--- config.mk ---
export PLATFORM = sky130hd
export DESIGN_NAME = max_pool_2x2_argmax
export DESIGN_NICKNAME = d
export VERILOG_FILES = /design/src/rtl/core/mpa_pkg.sv /design/src/rtl/core/max_pool_2x2_argmax.sv /design/src/rtl/core/mpa_front.sv /design/src/rtl/core/mpa_queue.sv /design/src/rtl/core/mpa_back.sv
export SDC_FILE = /design/constraint.sdc
export NUM_CORES = 1
export LEC_CHECK = 0
export BUFFER_PORTS_ARGS = -buffer_cell sky130_fd_sc_hd__buf_4
export CORE_MARGIN = 2
export CORE_UTILIZATION = 58
export DETAILED_ROUTE_END_ITERATION = 16
export PLACE_DENSITY = 0.75
export SLEW_MARGIN = 10
export SYNTH_ARGS = -nofsm -noshare
export SYNTH_HDL_FRONTEND = slang
export SYNTH_SLANG_ARGS = --single-unit
--- constraint.sdc ---
create_clock -name clk -period 12.4 [get_ports clk]
set_input_delay 1.86 -clock clk [delete_from_list [all_inputs] [get_ports clk]]
set_output_delay 1.86 -clock clk [all_outputs]
set_load 0.05 [all_outputs]
--- src/rtl/core/mpa_pkg.sv ---
// Shared types and constants for the 2x2 max pooling block with argmax.
// No dependencies; every module of the block imports this package.
package mpa_pkg;

  // Default geometry and sample precision
  localparam int DEF_MAP_WIDTH   = 28;
  localparam int DEF_CHANNELS    = 5;
  localparam int DEF_SAMPLE_BITS = 16;

  // Fixed field widths of the streams
  localparam int SAMPLE_W  = 16;
  localparam int DENSE_W   = 10;
  localparam int CHAN_W    = 3;
  localparam int POS_W     = 5;
  localparam int OUT_DATA_W = 40;

  // Depth of the queue between the front and back parts (power of two)
  localparam int QUEUE_DEPTH = 4;

  // One window waiting for its final compare
  typedef struct packed {
    logic [SAMPLE_W-1:0] pair_max;   // maximum of the bottom pair
    logic                pair_right; // right bottom sample won its pair
    logic [SAMPLE_W-1:0] top_max;    // maximum of the top pair
    logic                top_right;  // right top sample won its pair
    logic [POS_W-1:0]    row;        // row of the bottom pair, truncated
    logic [POS_W-1:0]    col;        // column of the right sample, truncated
    logic [CHAN_W-1:0]   channel;
    logic [DENSE_W-1:0]  dense;
    logic                last;
  } work_t;

  // One finished result
  typedef struct packed {
    logic                last;
    logic [POS_W-1:0]    argmax_col;
    logic [POS_W-1:0]    argmax_row;
    logic [CHAN_W-1:0]   channel;
    logic [DENSE_W-1:0]  dense;
    logic [SAMPLE_W-1:0] pooled;
  } result_t;

endpackage

--- src/rtl/core/max_pool_2x2_argmax.sv ---
// Top level of 2x2 stride-2 max pooling with argmax position.
// Depends on mpa_pkg, mpa_front, mpa_queue and mpa_back.
//
//   channel  dir  transaction
//   s_axis   in   one activation sample, raster order channel, row, column
//   m_axis   out  one pooled window: maximum, dense index, channel, argmax
//
// Without stalls one sample is accepted every cycle; the front path, the queue
// and the output register each run at one transaction per clock.
// m_axis_tvalid rises once the window's closing sample has passed the stage
// register, the queue and the output register, in that order.
// Synchronous reset clears the position counters, queue and valid flags.
// The line store of top pairs needs no clearing; it is written before read.
// A stalled m_axis fills the queue, then drops s_axis_tready.
module max_pool_2x2_argmax #(
  parameter int MAP_WIDTH   = mpa_pkg::DEF_MAP_WIDTH,
  parameter int CHANNELS    = mpa_pkg::DEF_CHANNELS,
  parameter int SAMPLE_BITS = mpa_pkg::DEF_SAMPLE_BITS
) (
  input  logic                            clk,
  input  logic                            rst,
  input  logic                            s_axis_tvalid,
  output logic                            s_axis_tready,
  // sample_value[15:0]
  input  logic [mpa_pkg::SAMPLE_W-1:0]    s_axis_tdata,
  output logic                            m_axis_tvalid,
  input  logic                            m_axis_tready,
  // pooled_value[15:0], dense_index[25:16], channel_number[28:26],
  // argmax_row[33:29], argmax_col[38:34], zero[39]
  output logic [mpa_pkg::OUT_DATA_W-1:0]  m_axis_tdata,
  // last_of_frame
  output logic                            m_axis_tlast
);
  import mpa_pkg::*;

  logic    push_valid;
  logic    push_ready;
  work_t   push_item;
  logic    pop_valid;
  logic    pop_ready;
  work_t   pop_item;
  result_t out_result;

  mpa_front #(
    .MAP_WIDTH  (MAP_WIDTH),
    .CHANNELS   (CHANNELS),
    .SAMPLE_BITS(SAMPLE_BITS)
  ) u_front (
    .clk       (clk),
    .rst       (rst),
    .in_valid  (s_axis_tvalid),
    .in_ready  (s_axis_tready),
    .in_sample (s_axis_tdata),
    .push_valid(push_valid),
    .push_ready(push_ready),
    .push_item (push_item)
  );

  mpa_queue u_queue (
    .clk       (clk),
    .rst       (rst),
    .push_valid(push_valid),
    .push_ready(push_ready),
    .push_item (push_item),
    .pop_valid (pop_valid),
    .pop_ready (pop_ready),
    .pop_item  (pop_item)
  );

  mpa_back u_back (
    .clk       (clk),
    .rst       (rst),
    .pop_valid (pop_valid),
    .pop_ready (pop_ready),
    .pop_item  (pop_item),
    .out_valid (m_axis_tvalid),
    .out_ready (m_axis_tready),
    .out_result(out_result)
  );

  // Pack the result fields, lowest first
  assign m_axis_tdata = {1'b0, out_result.argmax_col, out_result.argmax_row,
                         out_result.channel, out_result.dense, out_result.pooled};
  assign m_axis_tlast = out_result.last;

endmodule

--- src/rtl/core/mpa_front.sv ---
// Front part: accepts samples, tracks the raster position, forms pair maxima
// and keeps the top-pair line store. Depends on mpa_pkg.
module mpa_front #(
  parameter int MAP_WIDTH   = mpa_pkg::DEF_MAP_WIDTH,
  parameter int CHANNELS    = mpa_pkg::DEF_CHANNELS,
  parameter int SAMPLE_BITS = mpa_pkg::DEF_SAMPLE_BITS
) (
  input  logic                          clk,
  input  logic                          rst,
  input  logic                          in_valid,
  output logic                          in_ready,
  input  logic [mpa_pkg::SAMPLE_W-1:0]  in_sample,
  output logic                          push_valid,
  input  logic                          push_ready,
  output mpa_pkg::work_t                push_item
);
  import mpa_pkg::*;

  localparam int SW       = (SAMPLE_BITS < SAMPLE_W) ? SAMPLE_BITS : SAMPLE_W;
  localparam int CW       = $clog2(MAP_WIDTH);
  localparam int CHW      = (CHANNELS > 1) ? $clog2(CHANNELS) : 1;
  localparam int HALF     = MAP_WIDTH / 2;
  localparam int SLW      = (HALF > 1) ? $clog2(HALF) : 1;
  localparam int LAST_WIN = HALF * 2 - 1;

  // Position of the next sample and the previous sample
  logic [CW-1:0]      col;
  logic [CW-1:0]      row;
  logic [CHW-1:0]     chan;
  logic [DENSE_W-1:0] out_count;
  logic [SW-1:0]      left_sample;

  // Line store of top pairs
  logic [SW-1:0] top_max_mem  [HALF];
  logic          top_pick_mem [HALF];
  logic [SW-1:0] rd_max;
  logic          rd_pick;

  // Stage register of a window waiting for the queue
  logic               s1_valid;
  logic [SW-1:0]      s1_pair_max;
  logic               s1_right;
  logic [POS_W-1:0]   s1_row;
  logic [POS_W-1:0]   s1_col;
  logic [CHAN_W-1:0]  s1_chan;
  logic [DENSE_W-1:0] s1_dense;
  logic               s1_last;

  logic               accept;
  logic [SW-1:0]      sample;
  logic               right;
  logic [SW-1:0]      pair_max;
  logic [CW-1:0]      col_half;
  logic [SLW-1:0]     slot;
  logic               in_window;
  logic               pair_done;
  logic               top_write;
  logic               is_result;
  logic               col_last;
  logic               row_last;
  logic               chan_last;
  logic               frame_last;
  logic               win_last;
  logic [CW+4:0]      row_x;
  logic [CW+4:0]      col_x;
  logic [CHW+2:0]     chan_x;

  // Classify the incoming sample
  always_comb begin
    accept     = in_valid && in_ready;
    sample     = in_sample[SW-1:0];
    right      = sample > left_sample;
    pair_max   = right ? sample : left_sample;
    col_half   = col >> 1;
    slot       = col_half[SLW-1:0];
    in_window  = (row <= CW'(LAST_WIN)) && (col <= CW'(LAST_WIN));
    pair_done  = in_window && col[0];
    top_write  = accept && pair_done && !row[0];
    is_result  = pair_done && row[0];
    col_last   = col == CW'(MAP_WIDTH - 1);
    row_last   = row == CW'(MAP_WIDTH - 1);
    chan_last  = chan == CHW'(CHANNELS - 1);
    frame_last = col_last && row_last && chan_last;
    // final window of the frame; an odd map leaves a row and column after it
    win_last   = chan_last && (row == CW'(LAST_WIN)) && (col == CW'(LAST_WIN));
    row_x      = (CW + 5)'(row);
    col_x      = (CW + 5)'(col);
    chan_x     = (CHW + 3)'(chan);
  end

  assign in_ready = !s1_valid || push_ready;

  // Advance the raster position and the result count
  always_ff @(posedge clk) begin
    if (rst) begin
      col         <= '0;
      row         <= '0;
      chan        <= '0;
      out_count   <= '0;
      left_sample <= '0;
    end else if (accept) begin
      left_sample <= sample;
      if (col_last) begin
        col <= '0;
        if (row_last) begin
          row  <= '0;
          chan <= chan_last ? '0 : chan + 1'b1;
        end else begin
          row <= row + 1'b1;
        end
      end else begin
        col <= col + 1'b1;
      end
      if (frame_last) begin
        out_count <= '0;
      end else if (is_result) begin
        out_count <= out_count + 1'b1;
      end
    end
  end

  // Write top pairs, read them back for the bottom pair
  always_ff @(posedge clk) begin
    if (top_write) begin
      top_max_mem[slot]  <= pair_max;
      top_pick_mem[slot] <= right;
    end
    if (accept && is_result) begin
      rd_max  <= top_max_mem[slot];
      rd_pick <= top_pick_mem[slot];
    end
  end

  // Hold a window until the queue takes it
  always_ff @(posedge clk) begin
    if (rst) begin
      s1_valid <= 1'b0;
    end else if (accept && is_result) begin
      s1_valid <= 1'b1;
    end else if (push_ready) begin
      s1_valid <= 1'b0;
    end
  end

  always_ff @(posedge clk) begin
    if (accept && is_result) begin
      s1_pair_max <= pair_max;
      s1_right    <= right;
      s1_row      <= row_x[POS_W-1:0];
      s1_col      <= col_x[POS_W-1:0];
      s1_chan     <= chan_x[CHAN_W-1:0];
      s1_dense    <= out_count;
      s1_last     <= win_last;
    end
  end

  // Assemble the queue entry
  always_comb begin
    push_valid           = s1_valid;
    push_item.pair_max   = SAMPLE_W'(s1_pair_max);
    push_item.pair_right = s1_right;
    push_item.top_max    = SAMPLE_W'(rd_max);
    push_item.top_right  = rd_pick;
    push_item.row        = s1_row;
    push_item.col        = s1_col;
    push_item.channel    = s1_chan;
    push_item.dense      = s1_dense;
    push_item.last       = s1_last;
  end

endmodule

--- src/rtl/core/mpa_queue.sv ---
// Short queue of pending windows between the front and back parts.
// Depends on mpa_pkg for the entry type and depth.
module mpa_queue (
  input  logic           clk,
  input  logic           rst,
  input  logic           push_valid,
  output logic           push_ready,
  input  mpa_pkg::work_t push_item,
  output logic           pop_valid,
  input  logic           pop_ready,
  output mpa_pkg::work_t pop_item
);
  import mpa_pkg::*;

  localparam int PW = $clog2(QUEUE_DEPTH);

  work_t          entries [QUEUE_DEPTH];
  logic [PW-1:0]  wr_ptr;
  logic [PW-1:0]  rd_ptr;
  logic [PW:0]    count;
  logic           push;
  logic           pop;

  always_comb begin
    push_ready = count != (PW + 1)'(QUEUE_DEPTH);
    pop_valid  = count != '0;
    push       = push_valid && push_ready;
    pop        = pop_valid && pop_ready;
    pop_item   = entries[rd_ptr];
  end

  // Store the pushed entry
  always_ff @(posedge clk) begin
    if (push) begin
      entries[wr_ptr] <= push_item;
    end
  end

  // Advance pointers and occupancy
  always_ff @(posedge clk) begin
    if (rst) begin
      wr_ptr <= '0;
      rd_ptr <= '0;
      count  <= '0;
    end else begin
      if (push) begin
        wr_ptr <= wr_ptr + 1'b1;
      end
      if (pop) begin
        rd_ptr <= rd_ptr + 1'b1;
      end
      if (push && !pop) begin
        count <= count + 1'b1;
      end else if (pop && !push) begin
        count <= count - 1'b1;
      end
    end
  end

endmodule

--- src/rtl/core/mpa_back.sv ---
// Back part: final top/bottom compare of each window and the output register.
// Depends on mpa_pkg.
module mpa_back (
  input  logic             clk,
  input  logic             rst,
  input  logic             pop_valid,
  output logic             pop_ready,
  input  mpa_pkg::work_t   pop_item,
  output logic             out_valid,
  input  logic             out_ready,
  output mpa_pkg::result_t out_result
);
  import mpa_pkg::*;

  logic    pop;
  logic    bottom;
  result_t result_next;

  // Pick the window winner; ties keep the top pair
  always_comb begin
    pop                    = pop_valid && pop_ready;
    bottom                 = pop_item.pair_max > pop_item.top_max;
    result_next.pooled     = bottom ? pop_item.pair_max : pop_item.top_max;
    result_next.dense      = pop_item.dense;
    result_next.channel    = pop_item.channel;
    result_next.argmax_row = {pop_item.row[POS_W-1:1], bottom};
    result_next.argmax_col = {pop_item.col[POS_W-1:1],
                              bottom ? pop_item.pair_right : pop_item.top_right};
    result_next.last       = pop_item.last;
  end

  assign pop_ready = !out_valid || out_ready;

  // Hold the result until the downstream side takes it
  always_ff @(posedge clk) begin
    if (rst) begin
      out_valid <= 1'b0;
    end else if (pop) begin
      out_valid <= 1'b1;
    end else if (out_ready) begin
      out_valid <= 1'b0;
    end
  end

  always_ff @(posedge clk) begin
    if (pop) begin
      out_result <= result_next;
    end
  end

endmodule

==> results.cfg, run 1 <==
[outcome]
status = complete, no violations

[floorplan]
core_mm2 = 0.0399
rows = 73
die_h_um = 206
die_w_um = 206
dieArea_mm2 = 0.0422
start_util_pct = 59.0
io_pins = 63

[drt]
vias_per_cell = 6.02
vias = 11100
detail_route.wirelength_mm = 44.6
drt-pass1-iter-count = 6
wire_per_inst_um = 24.1
drt_iter0_markers = 975
drc = 0
detail-route-antenna-nets = 0

[timing]
slew_headroom_pct = 27.6
fmax_ghz = 0.237
finalMaxSlewViolations = 0
grt_setup_unrepaired = no
fin_crit_sh_pct = 34.1
fin_crit_ns = 4.22
setup_viol = 0
setup_tns_ns = 0
fin_skew_ns = 0.0220
hold_violations = 0
worstMarginPinSlew_ns = 1.08

[placed_design]
dp.final_hpwl_mm = 25.5
dp_cells = 1741
gp_congestion = 0.792
portBuffers = 61

[worst_setup_path]
slowest_stage = dfxtp_4
crit_arrival_ns = 4.57
worst-path-max-fanout = 32
cp-end-kind = register
cp_data_required_time_ns = 12.75
r2r_end = u_back.out_result[15]$_DFFE_PP_
path_cells = buf_4 > mux4_2 > ha_1 > a21oi_1 > o21ai_0 > a2bb2oi_1 > a31oi_4 > mux2_2
crit_type = reg -> reg
path_delay_family = compound AO/OA/AOI/OAI gates
reg2regPathDepth = 8
cp_slowest_stage_delay_ns = 0.67
cp.buffers_inverters = 1
r2r_setup_slack_ns = 8.18
cp-start-kind = register

[power]
switching_share_pct = 26.5
p_leak_nw = 8.75
peakVddDrop_mv = 0.117
p_switching_mw = 1.33
seqPwrFrac_pct = 48.2
combPwrFrac_pct = 17.0
internal_power_mw = 3.68
p_clk_share_pct = 34.8
pwr_density_cell_mw_per_mm2 = 189

[layout]
regArea_mm2 = 0.0178
utilization_pct = 66.5
final_nets = 1339
drive_gt1_share_pct = 26.3
areaGrowthSynthToFinish_pct = 12.8
layout.cells.non_filler = 1850
diodes = 0
multiInputGateArea_mm2 = 0.00542
nFillCells = 2471

[clocking]
cts_resized = 0
clk_latency_ns = 0.62
numCtsBuffers = 58
clkSlewWorstSetupHoldPaths_ns = 0.06
cts_tree = built
clockBufferDepth = 3
cts_root_buf = clkbuf_16
cts_sinks = 608
holdBufCountCts = 0
postCtsSetupBuffers = 0
htreeDepth = 2

[hold_path]
worstHoldStart = u_front.out_count[9]$_SDFFE_PP0P_
min_path_type = reg -> reg
hold_depth = 0
holdPathEnd = u_front.s1_dense[9]$_DFFE_PP_

[synthesis]
seq_area_frac_synth_pct = 75.4
synth_warnings = 0
yosys.area.top_type = edfxtp_1
syn-cell-area_mm2 = 0.0236
synth_top_cell_area_share_pct = 71.1
syn_area_per_cell_um2 = 20.0
synthCells = 1179
ys_types = 55
synth.area.top_cells = edfxtp_1 71%, mux4_2 12%, dfxtp_1 4.2%, ha_1 2.2%, mux2_2 1.5%
yosys_register_bits = 608
synth_top_flop_cell = edfxtp_1
synth_edf_count = 558
syn-num-nets = 1242
postSynth.asyncResetShare_pct = 0

[global_routing]
grt_pass1_vias = 11300
antenna_found_initial = 0
grt_util_all_layers_pct = 22.1
overflow = 0
grt_max_degree = 57
grt_pass1_wl_mm = 68.3

[flow_run]
drv_cap = 0
area by class of cell:
type | count | area share [%]
Clock buffer | 74 | 5.85
Clock inverter | 35 | 1.30
Inverter | 43 | 0.612
Multi-Input combinational cell | 477 | 20.4
Sequential cell | 608 | 66.9
Tap cell | 525 | 2.47
Timing Repair Buffer | 88 | 2.49
kinds of logic (layout without fill, tap and decap cells):
group / count (synthesis) / count (layout) / synth area share, %
AND/OR/NAND/NOR: 161 / 161 / 3.40
AO/OA/AOI/OAI: 84 / 84 / 2.27
other: 1 / 1 / 0.0159
multiplexers: 181 / 181 / 14.5
XOR/XNOR: 7 / 7 / 0.260
buffers and inverters: 94 / 240 / 1.80
flip-flops: 608 / 608 / 75.4
adder cells (fa/ha/maj): 43 / 43 / 2.32
state kept, by name (all words and copies together) (netlist names), 2 cells and up, named ones only:
register	cells
u_front.s1_dense	10
u_queue.count	3
u_queue.wr_ptr	2
u_front.row	5
u_front.chan	3
u_front.top_max_mem	224
u_queue.rd_ptr	2
u_front.rd_max	16
u_front.left_sample	16
u_front.col	5
u_front.s1_row	4
u_front.s1_pair_max	16
u_front.s1_col	4
u_front.s1_chan	3
u_back.out_result	40
u_front.out_count	10
u_queue.entries	224
u_front.top_pick_mem	14
placed cells by master (no fill, tap or decap), drive strengths merged, types with 5 or more instances in the layout:
master and instances:
o21ai 11, nand3 10, mux2i 7, a31oi 5, nand4 16, bufinv 6, inv 43, mux4 124
ha 42, nor3 7, and2 5, nand2 55, clkinv 25, buf 88, clkbuf 74, mux2 50
a21oi 47, dfxtp 50, nor2 38, edfxtp 558
per-stage QoR:
step	power, mW	cell area, um2	worst slack (ns)	hold WS, ns
floorplan	3.09	23600	7.17	0.403
global placement	3.31	24700	7.80	0.438
detailed placement	3.32	24700	7.70	0.442
CTS	5.06	26600	8.10	0.455
global route	5.20	26600	7.90	0.468
finish	5.01	26600	8.18	0.452
metal layers:
metal | share of wire [%] | track usage [%]
met5 | 0 | 0
met3 | 5.8 | 3.23
met4 | 2.0 | 6.65
met2 | 49 | 35.6
met1 | 43 | 31.9
synthesized netlist by cell type (all sizes together) (3+ instances only):
library cell,n
a21oi,47
a31oi,5
and2,5
buf,31
clkbuf,20
dfxtp,50
edfxtp,558
ha,42
inv,43
mux2,50
mux2i,7
mux4,124
nand2,55
nand2b,4
nand3,10
nand4,16
nand4b,3
nor2,38
nor2b,3
nor3,7
nor4,4
o211ai,3
o21ai,11
or3,4
or4,4
xnor2,3
xor2,4
worst max path at each step:
stage	from	end	slack (ns)	cells past startpoint
after floorplan	m_axis_tready	u_queue.count[2]$_SDFFE_PP0P_	7.17	9
after global placement	s_axis_tdata[14]	u_front.s1_pair_max[11]$_DFFE_PP_	7.80	6
after detailed placement	s_axis_tdata[14]	u_front.top_max_mem[11][11]$_DFFE_PP_	7.70	6
after CTS	register	u_back.out_result[15]$_DFFE_PP_	8.10	8
after global routing	register	u_back.out_result[15]$_DFFE_PP_	7.90	8
final	register	u_back.out_result[15]$_DFFE_PP_	8.18	8
power groups by stage:
stage	clock network, mW	registers [mW]	logic [mW]
3_5_place_dp	0	2.47	0.855
6_report	1.74	2.42	0.851
3_3_place_gp	0	2.47	0.842
2_1_floorplan	0	2.67	0.418
4_1_cts	1.78	2.42	0.863
5_1_grt	1.85	2.43	0.912
No activity file was read; power rests on OpenSTA's default activity.
==> run 2: changes to the inputs <==
--- a/config.mk
+++ b/config.mk
@@ -5,11 +5,12 @@
 export SDC_FILE = /design/constraint.sdc
 export NUM_CORES = 1
 export LEC_CHECK = 0
+export ABC_AREA = 1
 export BUFFER_PORTS_ARGS = -buffer_cell sky130_fd_sc_hd__buf_4
 export CORE_MARGIN = 2
-export CORE_UTILIZATION = 58
+export CORE_UTILIZATION = 56
 export DETAILED_ROUTE_END_ITERATION = 16
-export PLACE_DENSITY = 0.75
+export PLACE_DENSITY = 0.76
 export SLEW_MARGIN = 10
 export SYNTH_ARGS = -nofsm -noshare
 export SYNTH_HDL_FRONTEND = slang
==> constraint.sdc (replaced) <==
create_clock -name clk -period 3.5 [get_ports clk]
set_input_delay 0.525 -clock clk [delete_from_list [all_inputs] [get_ports clk]]
set_output_delay 0.525 -clock clk [all_outputs]
set_load 0.05 [all_outputs]
==> run 2 against run 1 <==
  * Design area up 1.5%
  * Critical path depth grew 2
  * Largest cell class unchanged
  * Synthesized cell count up 51%
  * Total power grew to 3.9 times the previous value
  * Fmax up 32%
  * Highest routed layer unchanged
  * Count of clock-buffer cells in the layout grew 2
  * Combinational power increased to 5.2 times the previous value
  * Clock power rose to 3.7 times the previous value
  * Global-route usage grew 1.5 points
==> results.cfg, run 2 <==
[layout]
regArea_mm2 = 0.0178
final_cell_mix = 558 x edfxtp_1, 296 x nand2_1, 171 x nor2_1
multiInputGateArea_mm2 = 0.00526
final_common_cell = edfxtp_1
final_nets = 1924
areaGrowthSynthToFinish_pct = 14.0
top_regs = u_front.top_max_mem (224), u_queue.entries (224), u_back.out_result (40)
diodes = 0
stdcell_area_mm2 = 0.0270
drive_gt1_share_pct = 11.8
nFillCells = 2907
layout.cells.non_filler = 2449

[power]
pwr_density_cell_mw_per_mm2 = 726
peakVddDrop_mv = 0.522
p_leak_nw = 9.57

[synthesis]
ys_top_cells_by_count = 558 x edfxtp_1, 296 x nand2_1, 176 x nor2_1
yosys.area.top_type = edfxtp_1
yosysMostFrequentCell = edfxtp_1
synth_top_flop_cell = edfxtp_1
syn_area_per_cell_um2 = 13.3
yosys_register_bits = 608
seq_area_frac_synth_pct = 75.1
synth_top_cell_area_share_pct = 70.8
syn-num-nets = 1840
postSynth.asyncResetShare_pct = 0
synthCells = 1777
synth_edf_count = 558
ys_types = 37
synth_warnings = 0
synth.area.top_cells = edfxtp_1 71%, nand2_1 4.7%, dfxtp_1 4.2%, a22oi_1 3.2%, nor2_1 2.8%
syn-cell-area_mm2 = 0.0237

[timing]
setup_viol = 0
fmax_ghz = 0.313
fin_crit_ns = 3.19
worstMarginPinSlew_ns = 0.881
grt_setup_unrepaired = no
setup_tns_ns = 0
finalMaxSlewViolations = 0
hold_violations = 0
layout_setup_ws_ns = 0.307
fin_crit_sh_pct = 91.2
slew_headroom_pct = 41.3
fin_skew_ns = 0.0121

[clocking]
cts_tree = built
clockBufferDepth = 3
cts_root_buf = clkbuf_16
htreeDepth = 2
clk_latency_ns = 0.62
cts_sinks = 608
clkSlewWorstSetupHoldPaths_ns = 0.07
numCtsBuffers = 57

[drt]
wire_per_inst_um = 20.8
drt_iter0_markers = 1589
vias = 14500
drc = 0
detail-route-antenna-nets = 0
detail_route.wirelength_mm = 51.0
vias_per_cell = 5.94
drt-pass1-iter-count = 5

[global_routing]
overflow = 0
grt_util_all_layers_pct = 23.6
grt_pass1_vias = 14200
grt_pass1_wl_mm = 79.2
antenna_found_initial = 0
grt_max_degree = 77

[placed_design]
portBuffers = 61
dp_slack_ns = 0.332
dp_cells = 2341
gp_congestion = 0.858
placed_area_mm2 = 0.0249
dp.final_hpwl_mm = 30.2

[worst_setup_path]
cp-start-kind = register
crit_type = reg -> reg
cp_data_required_time_ns = 3.86
reg2regPathDepth = 10
crit_arrival_ns = 3.55
cp-end-kind = register
worst-path-max-fanout = 64

[floorplan]
die_h_um = 210
rows = 75
start_util_pct = 56.5
die_w_um = 210
io_pins = 63
core_mm2 = 0.0419
dieArea_mm2 = 0.0439

[hold_path]
hold_depth = 3
min_path_type = in -> reg

[outcome]
status = complete, no violations

[flow_run]
drv_cap = 0
-- run 2: stage by stage --
step                      util, %  hold WS, ns  total power, mW
after floorplan                 -        0.424             11.9
after global placement       59.6        0.452             13.0
after detailed placement     59.6        0.448             13.2
after CTS                    64.4        0.183             19.6
after global routing         64.4        0.203             20.3
final                        64.4        0.201             19.6
-- run 2: power breakdown --
group / switching [mW] / internal, mW
clock: 2.63 / 3.87
combinational: 3.16 / 1.23
sequential: 0.160 / 8.53
-- run 2: area by class of cell --
type	count	area share, %
Tap cell	539	2.50
Sequential cell	608	65.9
Inverter	94	1.31
Clock inverter	32	1.56
Clock buffer	76	5.89
Multi-Input combinational cell	996	19.5
Timing Repair Buffer	104	3.36
-- run 2: kinds of logic after synthesis --
family	Yosys count	synth area share (%)
compound gates	362	9.27
xor+xnor	3	0.111
fa+ha+maj	43	2.31
buf+inv	173	2.95
flops	608	75.1
other cells	1	0.0159
simple gates	587	10.3
-- run 2: worst paths after layout --
kind	from	end	slack, ns
hold reg to reg	u_front.row[4]$_SDFFE_PP0P_	u_front.s1_row[4]$_DFFE_PP_	0.46
setup reg to reg	register	u_back.out_result[29]$_DFFE_PP_	0.31
setup / recovery	register	u_back.out_result[29]$_DFFE_PP_	0.31
hold / removal	s_axis_tdata[0]	u_front.left_sample[0]$_SDFFE_PP0P_	0.20
-- run 2: critical path: stages (launching register included) --
cell and delay [ns]:
dfxtp_4 0.52, buf_12 0.30, nand2_1 0.09, a32oi_1 0.35, inv_1 0.08, ha_1 0.28
nand2_1 0.06, nor3_1 0.32, nand3_2 0.38, nand2_2 0.43, inv_1 0.08
-- run 2: timing repair --
item                       CTS  global route
hold buffers                 0             0
setup buffers                0             0
resized for setup            0             1
setup endpoints to repair    0             2
-- run 2: layer usage --
metal | wire length (um) | up-vias | track usage (%)
met1 | 21000 | 7100 | 32.4
met5 | 0 | - | 0
met3 | 3900 | 89 | 3.92
met4 | 1280 | 0 | 7.87
met2 | 24800 | 679 | 38.8
li1 | - | 6672 | -
==> run 3: changes to the inputs <==
--- a/config.mk
+++ b/config.mk
@@ -5,7 +5,6 @@
 export SDC_FILE = /design/constraint.sdc
 export NUM_CORES = 1
 export LEC_CHECK = 0
-export ABC_AREA = 1
 export BUFFER_PORTS_ARGS = -buffer_cell sky130_fd_sc_hd__buf_4
 export CORE_MARGIN = 2
 export CORE_UTILIZATION = 56
==> run 3 against run 2 <==
  * Final cell count fell by 23%
  * Via count shrank 22%
  * Core utilization down 0.20 points
  * Sequential power down 2%
  * Register-to-register slack got worse by 0.12 ns
  * Highest routed layer unchanged
==> results.cfg, run 3 (synthesis gave the netlist of run 1 again) <==
[floorplan]
die_h_um = 209
start_util_pct = 56.4
die_w_um = 209
io_pins = 63
rows = 75
dieArea_mm2 = 0.0437
core_mm2 = 0.0418

[clocking]
holdBufCountCts = 0
cts_resized = 0
clkSlewWorstSetupHoldPaths_ns = 0.06
clk_latency_ns = 0.62
htreeDepth = 2
cts_sinks = 608
postCtsSetupBuffers = 0
cts_root_buf = clkbuf_16
numCtsBuffers = 57
cts_tree = built
clockBufferDepth = 3

[power]
internal_power_mw = 13.2
peakVddDrop_mv = 0.651
combPwrFrac_pct = 17.5
total_power_mw = 17.9
p_leak_nw = 8.88
p_clk_share_pct = 34.6
switching_share_pct = 26.2
p_switching_mw = 4.68
pwr_density_cell_mw_per_mm2 = 666
seqPwrFrac_pct = 47.8

[flow_run]
drv_cap = 0

[drt]
drt_iter0_markers = 868
drc = 0
vias = 11300
wire_per_inst_um = 23.9
detail-route-antenna-nets = 0
drt-pass1-iter-count = 6
vias_per_cell = 6.00
detail_route.wirelength_mm = 44.9

[outcome]
status = complete, no violations

[worst_setup_path]
r2r_end = u_back.out_result[10]$_DFFE_PP_
cp-end-kind = register
crit_type = reg -> reg
crit_arrival_ns = 3.66
r2r_setup_slack_ns = 0.19
slowest_stage = mux4_2
worst-path-max-fanout = 14
cp_data_required_time_ns = 3.84
reg2regPathDepth = 8
path_cells = buf_4 > mux4_2 > ha_1 > nand4_1 > a2111o_1 > a31oi_4 > buf_12 > mux2_1
cp-start-kind = register
cp_slowest_stage_delay_ns = 0.54

[timing]
hold_violations = 0
setup_viol = 0
whs_ns = 0.174
grt_setup_unrepaired = no
fin_crit_ns = 3.31
setup_tns_ns = 0
finalMaxSlewViolations = 0
fmax_ghz = 0.302
worstMarginPinSlew_ns = 0.765
slew_headroom_pct = 48.9
fin_crit_sh_pct = 94.7
fin_skew_ns = 0.0245

[layout]
final_nets = 1353
top_regs = u_front.top_max_mem (224), u_queue.entries (224), u_back.out_result (40)
regArea_mm2 = 0.0178
final_common_cell = edfxtp_1
final_cell_mix = 558 x edfxtp_1, 124 x mux4_2, 93 x buf_4
diodes = 0
drive_gt1_share_pct = 27.5
nFillCells = 2699
areaGrowthSynthToFinish_pct = 13.9
utilization_pct = 64.2
multiInputGateArea_mm2 = 0.00542

[global_routing]
grt_max_degree = 57
use_met2_pct = 35.9
grt_pass1_wl_mm = 69.6
use_met1_pct = 28.9
grt_util_all_layers_pct = 21.3
busiest_layer = met2
grtUsageMet3_pct = 3.89
grt_pass1_vias = 11600
overflow = 0
antenna_found_initial = 0

[placed_design]
portBuffers = 61
dp.final_hpwl_mm = 26.3
gp_congestion = 0.789

[hold_path]
min_path_type = in -> reg
hold_depth = 3
worstHoldStart = s_axis_tdata[15]
holdPathEnd = u_front.left_sample[15]$_SDFFE_PP0P_
==> run 3: layer usage <==
layer  vias to the layer above  share of wire, %
met5                         -                 0
met4                         0               2.1
met3                        64               5.8
met2                       366                51
met1                      5861                41
li1                       4979                 -
==> run 3: cell type report <==
| cell class | instances | area share [%] |
|---|---|---|
| sequential | 608 | 66.2 |
| tap | 539 | 2.51 |
| multi-input combinational | 477 | 20.2 |
| inverter | 43 | 0.602 |
| clock buffer | 77 | 5.90 |
| clock inverter | 30 | 1.19 |
| timing repair buffer | 103 | 3.35 |
==> run 3: worst max-delay path by stage <==
stage | cells past startpoint | to | slack, ns
2_1_floorplan | 11 | u_back.out_result[10]$_DFFE_PP_ | 0.22
6_report | 8 | u_back.out_result[10]$_DFFE_PP_ | 0.19
4_1_cts | 8 | u_back.out_result[10]$_DFFE_PP_ | 0.13
3_3_place_gp | 8 | u_back.out_result[5]$_DFFE_PP_ | 0.20
5_1_grt | 8 | u_back.out_result[10]$_DFFE_PP_ | 0.03
3_5_place_dp | 8 | u_back.out_result[10]$_DFFE_PP_ | 0.14
==> run 3: worst max-delay path: cells and delay by family, from the launching register on <==
family                     cells  cell delay [ns]
buffers and inverters          2             0.46
and+or+nand+nor                1             0.19
DFF                            1             0.49
AOI/OAI and AO/OA              2             0.68
adders and majority gates      1             0.33
muxes                          2             0.89
==> run 3: per-stage QoR <==
step	setup WS [ns]	instances	instance area, um2
finish	0.186	1877	26800
global route	0.0262	1877	26800
CTS	0.128	1877	26800
detailed placement	0.144	1770	24900
global placement	0.202	1770	24900
floorplan	0.220	1179	23600
==> run 3: power groups by stage <==
stage | combinational, mW | sequential, mW | clock [mW]
floorplan | 1.48 | 9.44 | 0
global placement | 3.08 | 8.71 | 0
detailed placement | 3.14 | 8.71 | 0
CTS | 3.18 | 8.56 | 6.30
global route | 3.35 | 8.58 | 6.55
finish | 3.13 | 8.54 | 6.19
